## src/hw/rtl/bet_pkg.sv

```systemverilog
`default_nettype none

package bet_pkg;

  // field widths
  localparam int SAMPLE_BITS = 40;
  localparam int KIND_W      = 2;
  localparam int SR_W        = 18;
  localparam int BPH_W       = 17;
  localparam int CNT_W       = 32;
  localparam int ERR_W       = 32;

  localparam logic [KIND_W-1:0] KIND_A   = KIND_W'(1);
  localparam logic [SR_W-1:0]   SR_RESET = SR_W'(48000);

  localparam int SEC_PER_HOUR = 3600;
  localparam int US_PER_SEC   = 1000000;

  // datapath widths
  localparam int DEN_W   = 30;
  localparam int RB_W    = DEN_W + BPH_W;
  localparam int D_W     = BPH_W + SR_W;
  localparam int MAG_W   = DEN_W - 1;
  localparam int MUL_BW  = 20;
  localparam int US_W    = MAG_W + MUL_BW;
  localparam int MUL_AW  = (SAMPLE_BITS > DEN_W) ? SAMPLE_BITS : DEN_W;
  localparam int MUL_PW  = MUL_AW + MUL_BW;
  localparam int NSUM_W  = MUL_PW + 1;
  localparam int DIV_NW  = (SAMPLE_BITS > US_W + 2) ? SAMPLE_BITS : US_W + 2;
  localparam int DIV_DW  = D_W + 1;
  localparam int DIV_CW  = $clog2(DIV_NW + 1);

  localparam logic [CNT_W:0] CNT_MAX = {1'b0, {CNT_W{1'b1}}};

  // stream packing
  localparam int IN_OUTL_BIT = SAMPLE_BITS;
  localparam int IN_BPH_LSB  = SAMPLE_BITS + 1;
  localparam int IN_SYN_BIT  = IN_BPH_LSB + BPH_W;
  localparam int IN_PACK_W   = IN_SYN_BIT + 1;
  localparam int IN_TDATA_W  = ((IN_PACK_W + 7) / 8) * 8;

  localparam int OUT_PACK_W  = CNT_W + ERR_W + 2;
  localparam int OUT_TDATA_W = ((OUT_PACK_W + 7) / 8) * 8;

  typedef enum logic [2:0] {
    MUL_DEN,
    MUL_RB,
    MUL_MD,
    MUL_QB,
    MUL_D,
    MUL_US
  } mul_sel_e;

  typedef enum logic [1:0] {
    DIV_QR,
    DIV_M,
    DIV_US
  } div_sel_e;

  typedef struct packed {
    logic     cap;
    logic     check;
    logic     lat_dt;
    logic     mul_en;
    mul_sel_e mul_sel;
    logic     div_start;
    div_sel_e div_sel;
    logic     lat_qr;
    logic     lat_m;
    logic     lat_mag;
    logic     ncheck;
    logic     lat_d;
    logic     load_out;
  } bet_cmd_t;

  typedef struct packed {
    logic go;
    logic div_done;
    logic newbeat;
    logic out_free;
  } bet_sts_t;

endpackage

`default_nettype wire

```

## src/hw/rtl/beat_error_tracker_core.sv

```systemverilog
// an ignored or an anchoring event frees the input after the capture and check states;
// a counted beat runs from input beat to result beat through three 51-step divisions
// on the one shared radix-2 divider and the control states around them; an A event that
// is no newer beat frees the input after the beat number check; events are taken only
// in idle, and the output register lets a result wait while the next event is taken
// reset (rst_ni low, async) drops the anchor and sets sample_rate_hz to 48000
`default_nettype none

module beat_error_tracker_core (
  input  wire                                clk_i,
  input  wire                                rst_ni,
  input  wire                                cfg_valid_i,
  output logic                               cfg_ready_o,
  input  wire  [bet_pkg::SR_W-1:0]           cfg_data_i,
  input  wire                                s_axis_tvalid,
  output logic                               s_axis_tready,
  // event_sample, outlier_in, beats_per_hour, synced_in
  input  wire  [bet_pkg::IN_TDATA_W-1:0]     s_axis_tdata,
  // event_kind
  input  wire  [bet_pkg::KIND_W-1:0]         s_axis_tuser,
  input  wire                                s_axis_tlast,
  output logic                               m_axis_tvalid,
  input  wire                                m_axis_tready,
  // beat_index, timing_error_us, is_tac, outlier_out
  output logic [bet_pkg::OUT_TDATA_W-1:0]    m_axis_tdata
);

  bet_pkg::bet_cmd_t                 cmd;
  bet_pkg::bet_sts_t                 sts;
  logic [bet_pkg::CNT_W-1:0]         out_idx;
  logic signed [bet_pkg::ERR_W-1:0]  out_err;
  logic                              out_tac;
  logic                              out_outl;

  assign cfg_ready_o = 1'b1;

  bet_ctrl u_ctrl (
    .clk_i      (clk_i),
    .rst_ni     (rst_ni),
    .in_valid_i (s_axis_tvalid),
    .in_ready_o (s_axis_tready),
    .sts_i      (sts),
    .cmd_o      (cmd)
  );

  bet_dp u_dp (
    .clk_i       (clk_i),
    .rst_ni      (rst_ni),
    .cmd_i       (cmd),
    .sts_o       (sts),
    .cfg_we_i    (cfg_valid_i & cfg_ready_o),
    .cfg_data_i  (cfg_data_i),
    .kind_i      (s_axis_tuser),
    .smp_i       (s_axis_tdata[bet_pkg::SAMPLE_BITS-1:0]),
    .outl_i      (s_axis_tdata[bet_pkg::IN_OUTL_BIT]),
    .bph_i       (s_axis_tdata[bet_pkg::IN_BPH_LSB +: bet_pkg::BPH_W]),
    .syn_i       (s_axis_tdata[bet_pkg::IN_SYN_BIT]),
    .out_ready_i (m_axis_tready),
    .out_valid_o (m_axis_tvalid),
    .out_idx_o   (out_idx),
    .out_err_o   (out_err),
    .out_tac_o   (out_tac),
    .out_outl_o  (out_outl)
  );

  assign m_axis_tdata = bet_pkg::OUT_TDATA_W'({out_outl, out_tac, out_err, out_idx});

endmodule

`default_nettype wire

```

## src/hw/rtl/bet_div.sv

```systemverilog
`default_nettype none

module bet_div (
  input  wire                            clk_i,
  input  wire                            rst_ni,
  input  wire                            start_i,
  input  wire  [bet_pkg::DIV_NW-1:0]     dividend_i,
  input  wire  [bet_pkg::DIV_DW-1:0]     divisor_i,
  output logic                           done_o,
  output logic [bet_pkg::DIV_NW-1:0]     quot_o,
  output logic [bet_pkg::DIV_DW-1:0]     rem_o
);

  logic                          busy_q;
  logic                          done_q;
  logic [bet_pkg::DIV_CW-1:0]    cnt_q;
  logic [bet_pkg::DIV_NW-1:0]    quo_q, quo_d;
  logic [bet_pkg::DIV_DW-1:0]    rem_q, rem_d;
  logic [bet_pkg::DIV_DW-1:0]    dvs_q;
  logic [bet_pkg::DIV_DW:0]      sh;
  logic [bet_pkg::DIV_DW:0]      diff;
  logic                          ge;

  // one quotient bit per cycle, restoring
  always_comb begin
    sh    = {rem_q, quo_q[bet_pkg::DIV_NW-1]};
    diff  = sh - {1'b0, dvs_q};
    ge    = (sh >= {1'b0, dvs_q});
    rem_d = ge ? diff[bet_pkg::DIV_DW-1:0] : sh[bet_pkg::DIV_DW-1:0];
    quo_d = {quo_q[bet_pkg::DIV_NW-2:0], ge};
  end

  always_ff @(posedge clk_i or negedge rst_ni) begin
    if (!rst_ni) begin
      busy_q <= 1'b0;
      done_q <= 1'b0;
      cnt_q  <= '0;
    end else if (start_i) begin
      busy_q <= 1'b1;
      done_q <= 1'b0;
      cnt_q  <= bet_pkg::DIV_CW'(bet_pkg::DIV_NW);
    end else if (busy_q) begin
      cnt_q <= cnt_q - bet_pkg::DIV_CW'(1);
      if (cnt_q == bet_pkg::DIV_CW'(1)) begin
        busy_q <= 1'b0;
        done_q <= 1'b1;
      end
    end else begin
      done_q <= 1'b0;
    end
  end

  always_ff @(posedge clk_i) begin
    if (start_i) begin
      quo_q <= dividend_i;
      rem_q <= '0;
      dvs_q <= divisor_i;
    end else if (busy_q) begin
      quo_q <= quo_d;
      rem_q <= rem_d;
    end
  end

  assign done_o = done_q;
  assign quot_o = quo_q;
  assign rem_o  = rem_q;

endmodule

`default_nettype wire

```

## src/hw/rtl/bet_ctrl.sv

```systemverilog
`default_nettype none

module bet_ctrl (
  input  wire                clk_i,
  input  wire                rst_ni,
  input  wire                in_valid_i,
  output logic               in_ready_o,
  input  bet_pkg::bet_sts_t  sts_i,
  output bet_pkg::bet_cmd_t  cmd_o
);

  typedef enum logic [14:0] {
    S_IDLE  = 15'h0001,
    S_CHECK = 15'h0002,
    S_DEN   = 15'h0004,
    S_DIV1S = 15'h0008,
    S_DIV1W = 15'h0010,
    S_RB    = 15'h0020,
    S_DIV2S = 15'h0040,
    S_DIV2W = 15'h0080,
    S_MD    = 15'h0100,
    S_MAG   = 15'h0200,
    S_NCHK  = 15'h0400,
    S_US    = 15'h0800,
    S_DIV3S = 15'h1000,
    S_DIV3W = 15'h2000,
    S_OUT   = 15'h4000
  } state_e;

  state_e state_q, state_d;

  always_comb begin
    state_d    = state_q;
    cmd_o      = '0;
    in_ready_o = 1'b0;
    case (state_q)
      S_IDLE: begin
        in_ready_o = 1'b1;
        if (in_valid_i) begin
          cmd_o.cap = 1'b1;
          state_d   = S_CHECK;
        end
      end
      S_CHECK: begin
        cmd_o.check = 1'b1;
        state_d     = sts_i.go ? S_DEN : S_IDLE;
      end
      S_DEN: begin
        cmd_o.lat_dt  = 1'b1;
        cmd_o.mul_en  = 1'b1;
        cmd_o.mul_sel = bet_pkg::MUL_DEN;
        state_d       = S_DIV1S;
      end
      S_DIV1S: begin
        cmd_o.div_start = 1'b1;
        cmd_o.div_sel   = bet_pkg::DIV_QR;
        state_d         = S_DIV1W;
      end
      S_DIV1W: begin
        if (sts_i.div_done) begin
          cmd_o.lat_qr = 1'b1;
          state_d      = S_RB;
        end
      end
      S_RB: begin
        cmd_o.mul_en  = 1'b1;
        cmd_o.mul_sel = bet_pkg::MUL_RB;
        state_d       = S_DIV2S;
      end
      S_DIV2S: begin
        cmd_o.div_start = 1'b1;
        cmd_o.div_sel   = bet_pkg::DIV_M;
        state_d         = S_DIV2W;
      end
      S_DIV2W: begin
        if (sts_i.div_done) begin
          cmd_o.lat_m = 1'b1;
          state_d     = S_MD;
        end
      end
      S_MD: begin
        cmd_o.mul_en  = 1'b1;
        cmd_o.mul_sel = bet_pkg::MUL_MD;
        state_d       = S_MAG;
      end
      S_MAG: begin
        cmd_o.lat_mag = 1'b1;
        cmd_o.mul_en  = 1'b1;
        cmd_o.mul_sel = bet_pkg::MUL_QB;
        state_d       = S_NCHK;
      end
      S_NCHK: begin
        cmd_o.ncheck  = 1'b1;
        cmd_o.mul_en  = 1'b1;
        cmd_o.mul_sel = bet_pkg::MUL_D;
        state_d       = sts_i.newbeat ? S_US : S_IDLE;
      end
      S_US: begin
        cmd_o.lat_d   = 1'b1;
        cmd_o.mul_en  = 1'b1;
        cmd_o.mul_sel = bet_pkg::MUL_US;
        state_d       = S_DIV3S;
      end
      S_DIV3S: begin
        cmd_o.div_start = 1'b1;
        cmd_o.div_sel   = bet_pkg::DIV_US;
        state_d         = S_DIV3W;
      end
      S_DIV3W: begin
        if (sts_i.div_done) begin
          state_d = S_OUT;
        end
      end
      S_OUT: begin
        if (sts_i.out_free) begin
          cmd_o.load_out = 1'b1;
          state_d        = S_IDLE;
        end
      end
      default: begin
        state_d = S_IDLE;
      end
    endcase
  end

  always_ff @(posedge clk_i or negedge rst_ni) begin
    if (!rst_ni) begin
      state_q <= S_IDLE;
    end else begin
      state_q <= state_d;
    end
  end

endmodule

`default_nettype wire

```

## src/hw/rtl/bet_dp.sv

```systemverilog
`default_nettype none

module bet_dp (
  input  wire                                   clk_i,
  input  wire                                   rst_ni,
  input  bet_pkg::bet_cmd_t                     cmd_i,
  output bet_pkg::bet_sts_t                     sts_o,
  input  wire                                   cfg_we_i,
  input  wire  [bet_pkg::SR_W-1:0]              cfg_data_i,
  input  wire  [bet_pkg::KIND_W-1:0]            kind_i,
  input  wire  [bet_pkg::SAMPLE_BITS-1:0]       smp_i,
  input  wire                                   outl_i,
  input  wire  [bet_pkg::BPH_W-1:0]             bph_i,
  input  wire                                   syn_i,
  input  wire                                   out_ready_i,
  output logic                                  out_valid_o,
  output logic [bet_pkg::CNT_W-1:0]             out_idx_o,
  output logic signed [bet_pkg::ERR_W-1:0]      out_err_o,
  output logic                                  out_tac_o,
  output logic                                  out_outl_o
);

  logic [bet_pkg::SR_W-1:0]         sr_q;

  logic [bet_pkg::KIND_W-1:0]       it_kind_q;
  logic [bet_pkg::SAMPLE_BITS-1:0]  it_smp_q;
  logic                             it_outl_q;
  logic [bet_pkg::BPH_W-1:0]        it_bph_q;
  logic                             it_syn_q;

  logic                             anchored_q;
  logic [bet_pkg::SAMPLE_BITS-1:0]  anchor_q;
  logic [bet_pkg::SAMPLE_BITS-1:0]  last_a_q;
  logic [bet_pkg::CNT_W-1:0]        beat_count_q;
  logic [bet_pkg::BPH_W-1:0]        anchor_rate_q;
  logic                             out_valid_q;

  logic [bet_pkg::SAMPLE_BITS-1:0]  dt_q;
  logic [bet_pkg::DEN_W-1:0]        den_q;
  logic [bet_pkg::SAMPLE_BITS-1:0]  q_q;
  logic [bet_pkg::DEN_W-1:0]        r_q;
  logic [bet_pkg::RB_W-1:0]         rb_q;
  logic [bet_pkg::BPH_W-1:0]        m_q;
  logic [bet_pkg::MAG_W-1:0]        mag_q;
  logic                             neg_q;
  logic [bet_pkg::CNT_W-1:0]        n_q;
  logic [bet_pkg::D_W-1:0]          d_q;
  logic [bet_pkg::MUL_PW-1:0]       mul_q;

  logic [bet_pkg::MUL_AW-1:0]       mul_a;
  logic [bet_pkg::MUL_BW-1:0]       mul_b;
  logic [bet_pkg::DIV_NW-1:0]       div_n;
  logic [bet_pkg::DIV_DW-1:0]       div_d;
  logic                             div_done;
  logic [bet_pkg::DIV_NW-1:0]       div_quot;
  logic [bet_pkg::DIV_DW-1:0]       div_rem;

  logic                             ign, drop, anch_eff, is_a, older;
  logic [bet_pkg::RB_W-1:0]         md_v, mag_diff;
  logic [bet_pkg::NSUM_W-1:0]       n_full;
  logic                             q_big, newbeat;
  logic [bet_pkg::ERR_W-1:0]        err_mag;

  // event screening
  always_comb begin
    ign      = (sr_q == '0) || !it_syn_q || (it_bph_q == '0);
    drop     = anchored_q && (it_bph_q != anchor_rate_q);
    anch_eff = anchored_q && !drop;
    is_a     = (it_kind_q == bet_pkg::KIND_A);
    older    = anch_eff && (it_smp_q <= last_a_q);
  end

  // beat number check
  always_comb begin
    n_full  = bet_pkg::NSUM_W'(mul_q) + bet_pkg::NSUM_W'(m_q);
    q_big   = bet_pkg::MUL_PW'(q_q) > bet_pkg::MUL_PW'(bet_pkg::CNT_MAX);
    newbeat = !q_big && (n_full <= bet_pkg::NSUM_W'(bet_pkg::CNT_MAX))
              && (n_full[bet_pkg::CNT_W-1:0] > beat_count_q);
  end

  always_comb begin
    md_v     = mul_q[bet_pkg::RB_W-1:0];
    mag_diff = (rb_q >= md_v) ? (rb_q - md_v) : (md_v - rb_q);
    err_mag  = div_quot[bet_pkg::ERR_W-1:0];
  end

  always_comb begin
    sts_o.go       = !ign && is_a && anch_eff && !older;
    sts_o.div_done = div_done;
    sts_o.newbeat  = newbeat;
    sts_o.out_free = !out_valid_q || out_ready_i;
  end

  // shared multiplier operands
  always_comb begin
    case (cmd_i.mul_sel)
      bet_pkg::MUL_DEN: begin
        mul_a = bet_pkg::MUL_AW'(sr_q);
        mul_b = bet_pkg::MUL_BW'(bet_pkg::SEC_PER_HOUR);
      end
      bet_pkg::MUL_RB: begin
        mul_a = bet_pkg::MUL_AW'(r_q);
        mul_b = bet_pkg::MUL_BW'(it_bph_q);
      end
      bet_pkg::MUL_MD: begin
        mul_a = bet_pkg::MUL_AW'(den_q);
        mul_b = bet_pkg::MUL_BW'(m_q);
      end
      bet_pkg::MUL_QB: begin
        mul_a = bet_pkg::MUL_AW'(q_q);
        mul_b = bet_pkg::MUL_BW'(it_bph_q);
      end
      bet_pkg::MUL_D: begin
        mul_a = bet_pkg::MUL_AW'(sr_q);
        mul_b = bet_pkg::MUL_BW'(it_bph_q);
      end
      bet_pkg::MUL_US: begin
        mul_a = bet_pkg::MUL_AW'(mag_q);
        mul_b = bet_pkg::MUL_BW'(bet_pkg::US_PER_SEC);
      end
      default: begin
        mul_a = '0;
        mul_b = '0;
      end
    endcase
  end

  // shared divider operands, rounding terms folded into the dividend of the m and us divisions
  always_comb begin
    case (cmd_i.div_sel)
      bet_pkg::DIV_QR: begin
        div_n = bet_pkg::DIV_NW'(dt_q);
        div_d = bet_pkg::DIV_DW'(mul_q[bet_pkg::DEN_W-1:0]);
      end
      bet_pkg::DIV_M: begin
        div_n = bet_pkg::DIV_NW'({mul_q[bet_pkg::RB_W-1:0], 1'b0})
                + bet_pkg::DIV_NW'(den_q);
        div_d = bet_pkg::DIV_DW'({den_q, 1'b0});
      end
      bet_pkg::DIV_US: begin
        div_n = bet_pkg::DIV_NW'({mul_q[bet_pkg::US_W-1:0], 1'b0})
                + bet_pkg::DIV_NW'(d_q);
        div_d = bet_pkg::DIV_DW'({d_q, 1'b0});
      end
      default: begin
        div_n = '0;
        div_d = '0;
      end
    endcase
  end

  bet_div u_div (
    .clk_i      (clk_i),
    .rst_ni     (rst_ni),
    .start_i    (cmd_i.div_start),
    .dividend_i (div_n),
    .divisor_i  (div_d),
    .done_o     (div_done),
    .quot_o     (div_quot),
    .rem_o      (div_rem)
  );

  always_ff @(posedge clk_i or negedge rst_ni) begin
    if (!rst_ni) begin
      sr_q          <= bet_pkg::SR_RESET;
      anchored_q    <= 1'b0;
      anchor_q      <= '0;
      last_a_q      <= '0;
      beat_count_q  <= '0;
      anchor_rate_q <= '0;
      out_valid_q   <= 1'b0;
    end else begin
      if (cfg_we_i) begin
        sr_q <= cfg_data_i;
      end
      if (cmd_i.check && !ign) begin
        if (drop) begin
          anchored_q <= 1'b0;
        end
        if (is_a && !older) begin
          last_a_q <= it_smp_q;
          if (!anch_eff) begin
            anchored_q    <= 1'b1;
            anchor_q      <= it_smp_q;
            beat_count_q  <= '0;
            anchor_rate_q <= it_bph_q;
          end
        end
      end
      if (cmd_i.ncheck && newbeat) begin
        beat_count_q <= n_full[bet_pkg::CNT_W-1:0];
      end
      if (cmd_i.load_out) begin
        out_valid_q <= 1'b1;
      end else if (out_ready_i) begin
        out_valid_q <= 1'b0;
      end
    end
  end

  always_ff @(posedge clk_i) begin
    if (cmd_i.cap) begin
      it_kind_q <= kind_i;
      it_smp_q  <= smp_i;
      it_outl_q <= outl_i;
      it_bph_q  <= bph_i;
      it_syn_q  <= syn_i;
    end
    if (cmd_i.lat_dt) begin
      dt_q <= it_smp_q - anchor_q;
    end
    if (cmd_i.mul_en) begin
      mul_q <= bet_pkg::MUL_PW'(mul_a) * bet_pkg::MUL_PW'(mul_b);
    end
    if (cmd_i.div_start && (cmd_i.div_sel == bet_pkg::DIV_QR)) begin
      den_q <= mul_q[bet_pkg::DEN_W-1:0];
    end
    if (cmd_i.div_start && (cmd_i.div_sel == bet_pkg::DIV_M)) begin
      rb_q <= mul_q[bet_pkg::RB_W-1:0];
    end
    if (cmd_i.lat_qr) begin
      q_q <= div_quot[bet_pkg::SAMPLE_BITS-1:0];
      r_q <= div_rem[bet_pkg::DEN_W-1:0];
    end
    if (cmd_i.lat_m) begin
      m_q <= div_quot[bet_pkg::BPH_W-1:0];
    end
    if (cmd_i.lat_mag) begin
      neg_q <= (rb_q >= md_v);
      mag_q <= mag_diff[bet_pkg::MAG_W-1:0];
    end
    if (cmd_i.ncheck) begin
      n_q <= n_full[bet_pkg::CNT_W-1:0];
    end
    if (cmd_i.lat_d) begin
      d_q <= mul_q[bet_pkg::D_W-1:0];
    end
    if (cmd_i.load_out) begin
      out_idx_o  <= n_q;
      out_err_o  <= neg_q ? (bet_pkg::ERR_W'(0) - err_mag) : err_mag;
      out_tac_o  <= n_q[0];
      out_outl_o <= it_outl_q;
    end
  end

  assign out_valid_o = out_valid_q;

endmodule

`default_nettype wire

```

## config.mk

```make
export PLATFORM = sky130hd
export DESIGN_NAME = beat_error_tracker_core
export DESIGN_NICKNAME = d
export VERILOG_FILES = /design/src/hw/rtl/bet_pkg.sv /design/src/hw/rtl/beat_error_tracker_core.sv /design/src/hw/rtl/bet_div.sv /design/src/hw/rtl/bet_ctrl.sv /design/src/hw/rtl/bet_dp.sv
export SDC_FILE = /design/constraint.sdc
export NUM_CORES = 2
export LEC_CHECK = 0
export ABC_AREA = 0
export BUFFER_PORTS_ARGS = -buffer_cell sky130_fd_sc_hd__buf_4
export CAP_MARGIN = 20
export CORE_UTILIZATION = 50
export DETAILED_ROUTE_END_ITERATION = 8
export PLACE_DENSITY = 0.78
export SYNTH_ARGS = -nofsm -noshare
export SYNTH_HDL_FRONTEND = slang
export SYNTH_SLANG_ARGS = --single-unit
export TNS_END_PERCENT = 50
```

## constraint.sdc

```tcl
create_clock -name clk_i -period 14.8 [get_ports clk_i]
set_clock_uncertainty 0.05 [all_clocks]
set_input_delay 2.96 -clock clk_i [delete_from_list [all_inputs] [get_ports clk_i]]
set_output_delay 2.96 -clock clk_i [all_outputs]
set_load 0.005 [all_outputs]
```

Word-level counts from Yosys, hierarchy flattened --
Cells that the tools add are included.
Operators by class: add/sub/neg operators 9, $mul 1, $lt $le $gt $ge 6, eq/ne operators 32, mux-type cells 49, bitwise operators 1, reductions and logical operators 36
Operators with widths (count):
- 15-bit one-hot mux with 15 select lines | 1
- 40-bit one-hot mux with 5 select lines | 1
- 32-bit two-way mux | 5
- 51-bit one-hot mux with 3 select lines | 1
- 36-bit one-hot mux with 3 select lines | 1
- 51-bit two-way mux | 2
- 20-bit one-hot mux with 4 select lines | 1
- 15-bit two-way mux | 5
- 60-bit by 17-bit adder with 61-bit output | 1
- 61-bit by 32-bit <= comparator with 1-bit output, second input constant | 1
- 40-bit by 20-bit multiplier with 60-bit output | 1
- 29-bit subtractor | 2
- 50-bit by 35-bit adder with 51-bit output | 1
- 48-bit by 30-bit adder with 49-bit output | 1
- 47-bit greater-or-equal comparator | 1
- 40-bit by 32-bit > comparator with 1-bit output, second input constant | 1
- 40-bit <= comparator | 1
- 40-bit subtractor | 1
- 37-bit by 36-bit greater-or-equal comparator with 1-bit output | 1
- 36-bit two-way mux | 1
- 36-bit subtractor | 1
- 32-bit > comparator | 1
- 1-bit by 32-bit subtractor with 32-bit output, first input constant | 1
- 29-bit two-way mux | 1
- other kinds (46) | 100
Word-level totals: register bits after elaboration 783, input port bits 90, output and inout port bits 75, logic and storage cells 168

Logic depth before layout (Yosys ltp) --
word-level depth 10, gate-level depth with buffers 39, gate-level depth less buffers 35

Hierarchy --
Synthesis repeated with hierarchy kept, for this count alone.
Unflattened totals: cell total of the unflattened synthesis 7198, area total of the unflattened synthesis 70666.5 sq um
By module, submodules not included:
- bet_dp | instances 1, cells an instance 6350, area an instance 62099.6 sq um, sequential area each 18361.4 sq um
- bet_div | instances 1, cells an instance 722, area an instance 7432.1 sq um, sequential area each 3533.4 sq um
- bet_ctrl | instances 1, cells an instance 115, area an instance 1059.8 sq um, sequential area each 376.6 sq um
- beat_error_tracker_core | instances 1, cells an instance 11, area an instance 75.1 sq um, sequential area each 0.0 sq um

Least setup slack after synthesis --
Ideal clock, no wire load.
path type reg-to-reg, start register u_ctrl.state_q[3], end register u_dp.mul_q[58] (netlist name) (data pin), library setup time 0.271 ns, arrival time 10.025 ns, data required time 14.479 ns, setup slack 4.454 ns, stages on the path, launching flop included 33, buffers on the path 3, period minus slack after synthesis 10.346 ns, cells stage by stage dfrtp_1 > nor4_1 > and3_1 > nand3_1 > nor3b_1 > clkbuf_1 > clkbuf_1 > a221oi_1 > clkbuf_1 > nor2_1 > fa_1 > inv_1 > fa_1 > fa_1 > inv_1 > fa_1 > fa_1 > fa_1 > inv_1 > fa_1 > inv_1 > ha_1 > a21o_1 > a21oi_1 > o21bai_1 > a221o_1 > a31oi_1 > o31ai_1 > a211o_1 > a31o_2 > a211oi_1 > o311ai_1 > xor2_1
On the way: longest elaborated chain between the ends 6, elaborated cells between the ends (all ways) 18, those cells by class mul: 1; eq/ne: 11; mux: 3; reduce/logical: 3
RTL lines:
- start: declaration | line bet_ctrl.sv:30 | state_e state_q, state_d;
- start signal: assignment | line bet_ctrl.sv:130 | state_q <= state_d;
- 15-bit by 12-bit equality test with 1-bit output (tied with other cells) | line bet_ctrl.sv:36 | case (state_q)
- 4-bit one-hot mux with 6 select lines * | line bet_ctrl.sv:36
- 3-bit by 1-bit equality test with 1-bit output (tied with other cells) | line bet_dp.sv:96 | case (cmd_i.mul_sel)
- 3-bit OR reduction (no line) or 2-bit OR reduction (tied branches)
- 20-bit one-hot mux with 4 select lines or 40-bit one-hot mux with 5 select lines (tied branches) | line bet_dp.sv:96
- 40-bit by 20-bit multiplier with 60-bit output * | line bet_dp.sv:213 | mul_q <= bet_pkg::MUL_PW'(mul_a) * bet_pkg::MUL_PW'(mul_b);
- end signal: assignment | line bet_dp.sv:213
- end: declaration | line bet_dp.sv:48 | logic [bet_pkg::MUL_PW-1:0] mul_q;
Every way passes the cells marked *; elsewhere a longest branch is shown, timed or not. A chain may end at the register's enable or synchronous reset.

Worst setup path after layout --
start register u_ctrl.state_q[8], end register u_dp.mul_q[58] (netlist name) (data pin)
Same word-level chain as after synthesis.

==> results.ini <==
[routing]
dr.pass1.iters = 9
dr_total_vias = 52910
drc = 0
drt_iter0_markers = 5747
wirelength_mm = 224.1
ant_nets = 0
wl_per_cell_um = 25.57
vias_per_cell = 6.038

[placed_design]
placed_cell_area_sq_um = 71930
placed_cells = 8599
hpwl_mm = 173.8
dp_slack_ps = 2834
io_buffers = 151
gp_congestion = 1.020

[final_layout]
layout-drive-gt1-share = 0.09101
final_util = 0.5513
final_cells = 8763
postLayoutCellArea_sq_um = 74780
area_growth_pct = 9.132
final_nets = 8158

[clocking]
cts_setup_buffers = 0
cts.clk_slew.worst_paths_ps = 60
insertion_delay_ps = 730
htreeDepth = 3
cts_tree = built
ctsLongestPathBuffers = 3
clock-sinks = 782
root_buffer = clkbuf_16
hold_buffers = 0
ctsResizeCount = 0
cts_buffers = 84

[setup_path]
crit_path_end_kind = register
worstReg2RegEnd = u_dp.mul_q[58]
r2r_start = u_ctrl.state_q[8]
cp_max_fo = 33
critical_path_class = register to register
timing.reg2reg.setup_slack_ps = 2530
max_stage_delay_ps = 710
worstRegToRegCells = 35
crit_path_start_kind = register
crit_top_cell = fa_1
cp.arrival_ps = 12680
worst_path_max_delay_cell = a22o_1
cp_data_required_time_ps = 15210

[status]
run_status = finished, final reports clean

[yosys]
post-synth-top-area-cell = edfxtp_1
syn-cell-area_sq_um = 68520
synth_edf_count = 574
async_flop_share = 0.2199
ys_seq_area_frac = 0.3250
synth_area_leaders = edfxtp_1 (25%), fa_1 (20%), ha_1 (8.8%)
synth_commonest_cells = inv_1 (1053), nand2_1 (710), fa_1 (682)
synth_seq_cells = 782
syn_inst = 6776
synth_most_common_cell = inv_1
syn_area_per_cell_sq_um = 10.11
yosysWarnings = 0
synth_ff_type = edfxtp_1
synth_top_area_frac = 0.2516
ys_types = 107

[floorplan]
die_h_um = 372.2
die_area_sq_um = 138500
die_w_um = 372.2
ios = 165
rows = 135
initial_core_util = 0.5052
core_area_sq_um = 135600

[global_routing]
track_usage = 0.3274
grt.overflow.total = 0
grt_pass1_wl_mm = 334.3
grt_pass1_vias = 53250
busiest_layer = met2
antenna_found_initial = 15
grt_use_met1 = 0.4260
grtUsageMet3 = 0.06445
grt_max_degree = 102
met2_usage = 0.5082

[sta]
fin_tns_setup_ps = 0
worst_slew_pin_slew_ps = 1308
slew_headroom = 0.1191
post-route-min-period_ps = 12270
hold_viol_final = 0
fin_ws_ps = 2531
rsz0062_at_grt = no
setup_violations = 0
slew_violations = 0
period_share = 0.8290
clock.fmax_mhz = 81.50

[power_and_ir_drop]
power.leakage_uw = 0.03369
max-vdd-ir-drop_uv = 128.4
cellPowerDensity_nw_per_um2 = 100.9

[run]
drv_cap = 0

[min_path]
hold_start = u_dp.n_q[30]
hold_depth = 0
whs_endpoint = u_dp.out_idx_o[30]
min_path_type = register to register

## power by group
part	total, uW	internal (uW)	switching, uW	leakage (uW)
logic	2610	1040	1570	0.0245
registers	2770	2630	143	0.00781
clock network	2170	1210	956	0.00136
## registers in the layout, summed over array words and instances, names as in the netlist, 29 cells and up
| register | cells |
|---|---|
| u_dp.mag_q | 29 |
| u_dp.r_q | 30 |
| u_dp.beat_count_q | 32 |
| u_dp.n_q | 32 |
| u_dp.d_q | 35 |
| u_dp.out_err_o | 32 |
| u_dp.dt_q | 40 |
| u_dp.den_q | 30 |
| u_dp.it_smp_q | 40 |
| u_dp.u_div.quot_o | 51 |
| u_dp.q_q | 40 |
| u_dp.u_div.dvs_q | 36 |
| u_dp.u_div.rem_o | 36 |
| u_dp.anchor_q | 40 |
| u_dp.mul_q | 60 |
| u_dp.last_a_q | 40 |
| u_dp.rb_q | 47 |
| u_dp.out_idx_o | 32 |
## metal layers
layer	up-vias	wire length [um]
met2	2717	100800
li1	23120	-
met1	26430	86240
met4	2	15950
met3	638	21090
met5	-	12
## worst max-delay path: cells and delay by family, from the launching register on
kind | cells | cell delay [ps]
XOR/XNOR | 1 | 120
AND/OR/NAND/NOR | 9 | 2180
adder cells (fa/ha/maj) | 8 | 4060
flip-flops | 1 | 380
AO/OA/AOI/OAI | 9 | 3510
buffers and inverters | 8 | 1650
## worst max-delay path by stage
stage | to | slack, ps | from
after detailed placement | u_dp.mul_q[58] | 2830 | u_ctrl.state_q[8]
after floorplan | u_dp.mul_q[58] | 4450 | u_ctrl.state_q[3]
after CTS | u_dp.mul_q[59] | 2760 | u_ctrl.state_q[8]
after global routing | u_dp.mul_q[58] | 1950 | u_ctrl.state_q[8]
after global placement | u_dp.mul_q[59] | 2920 | u_ctrl.state_q[8]
final | u_dp.mul_q[58] | 2530 | u_ctrl.state_q[8]
## stage by stage
stage / power, uW / hold WS [ps]
after CTS: 7521 / 363.8
after detailed placement: 5327 / 354.5
after floorplan: 4560 / 350.3
after global placement: 5261 / 352.7
final: 7544 / 354.9
after global routing: 7940 / 372.2
## final cells by class
type	instances	area [sq um]
antenna	5	12.51
clock buffer	104	2271
timing repair buffer	271	2066
sequential	782	22270
multi-input combinational	4713	41420
inverter	1053	3955
clock inverter	54	553.0
fill	11590	60860
tap	1781	2228
## placed cells by master (no fill, tap or decap), types with 27 or more instances in the layout
| master | n |
|---|---|
| a221oi_1 | 27 |
| o21ai_0 | 254 |
| nor2b_1 | 45 |
| mux2_4 | 29 |
| nor2_1 | 420 |
| edfxtp_1 | 574 |
| nand3_1 | 88 |
| o21bai_1 | 36 |
| o21a_1 | 48 |
| a21o_1 | 182 |
| and3_1 | 44 |
| clkbuf_16 | 87 |
| fa_1 | 682 |
| a211oi_1 | 50 |
| nand2b_1 | 35 |
| dfxtp_1 | 36 |
| mux2i_1 | 49 |
| conb_1 | 44 |
| a22oi_1 | 51 |
| inv_1 | 1051 |
| nor4_1 | 27 |
| nand2_1 | 709 |
| xor2_1 | 96 |
| mux2_2 | 119 |
| and2_1 | 81 |
| nor3_1 | 52 |
| a21oi_1 | 352 |
| buf_4 | 267 |
| nand4_1 | 62 |
| a221o_1 | 53 |
| xnor2_1 | 215 |
| a31oi_1 | 40 |
| dfrtp_1 | 163 |
| ha_1 | 481 |
## kinds of logic after synthesis
group                    synth area share
AND/OR/NAND/NOR                    0.1129
buffers and inverters             0.07502
AO/OA/AOI/OAI                      0.1270
adder cells (fa/ha/maj)            0.2871
flip-flops                         0.3250
XOR/XNOR                          0.03975
multiplexers                      0.03307
other                           0.0001096
Power figures use the tool's default switching activity.
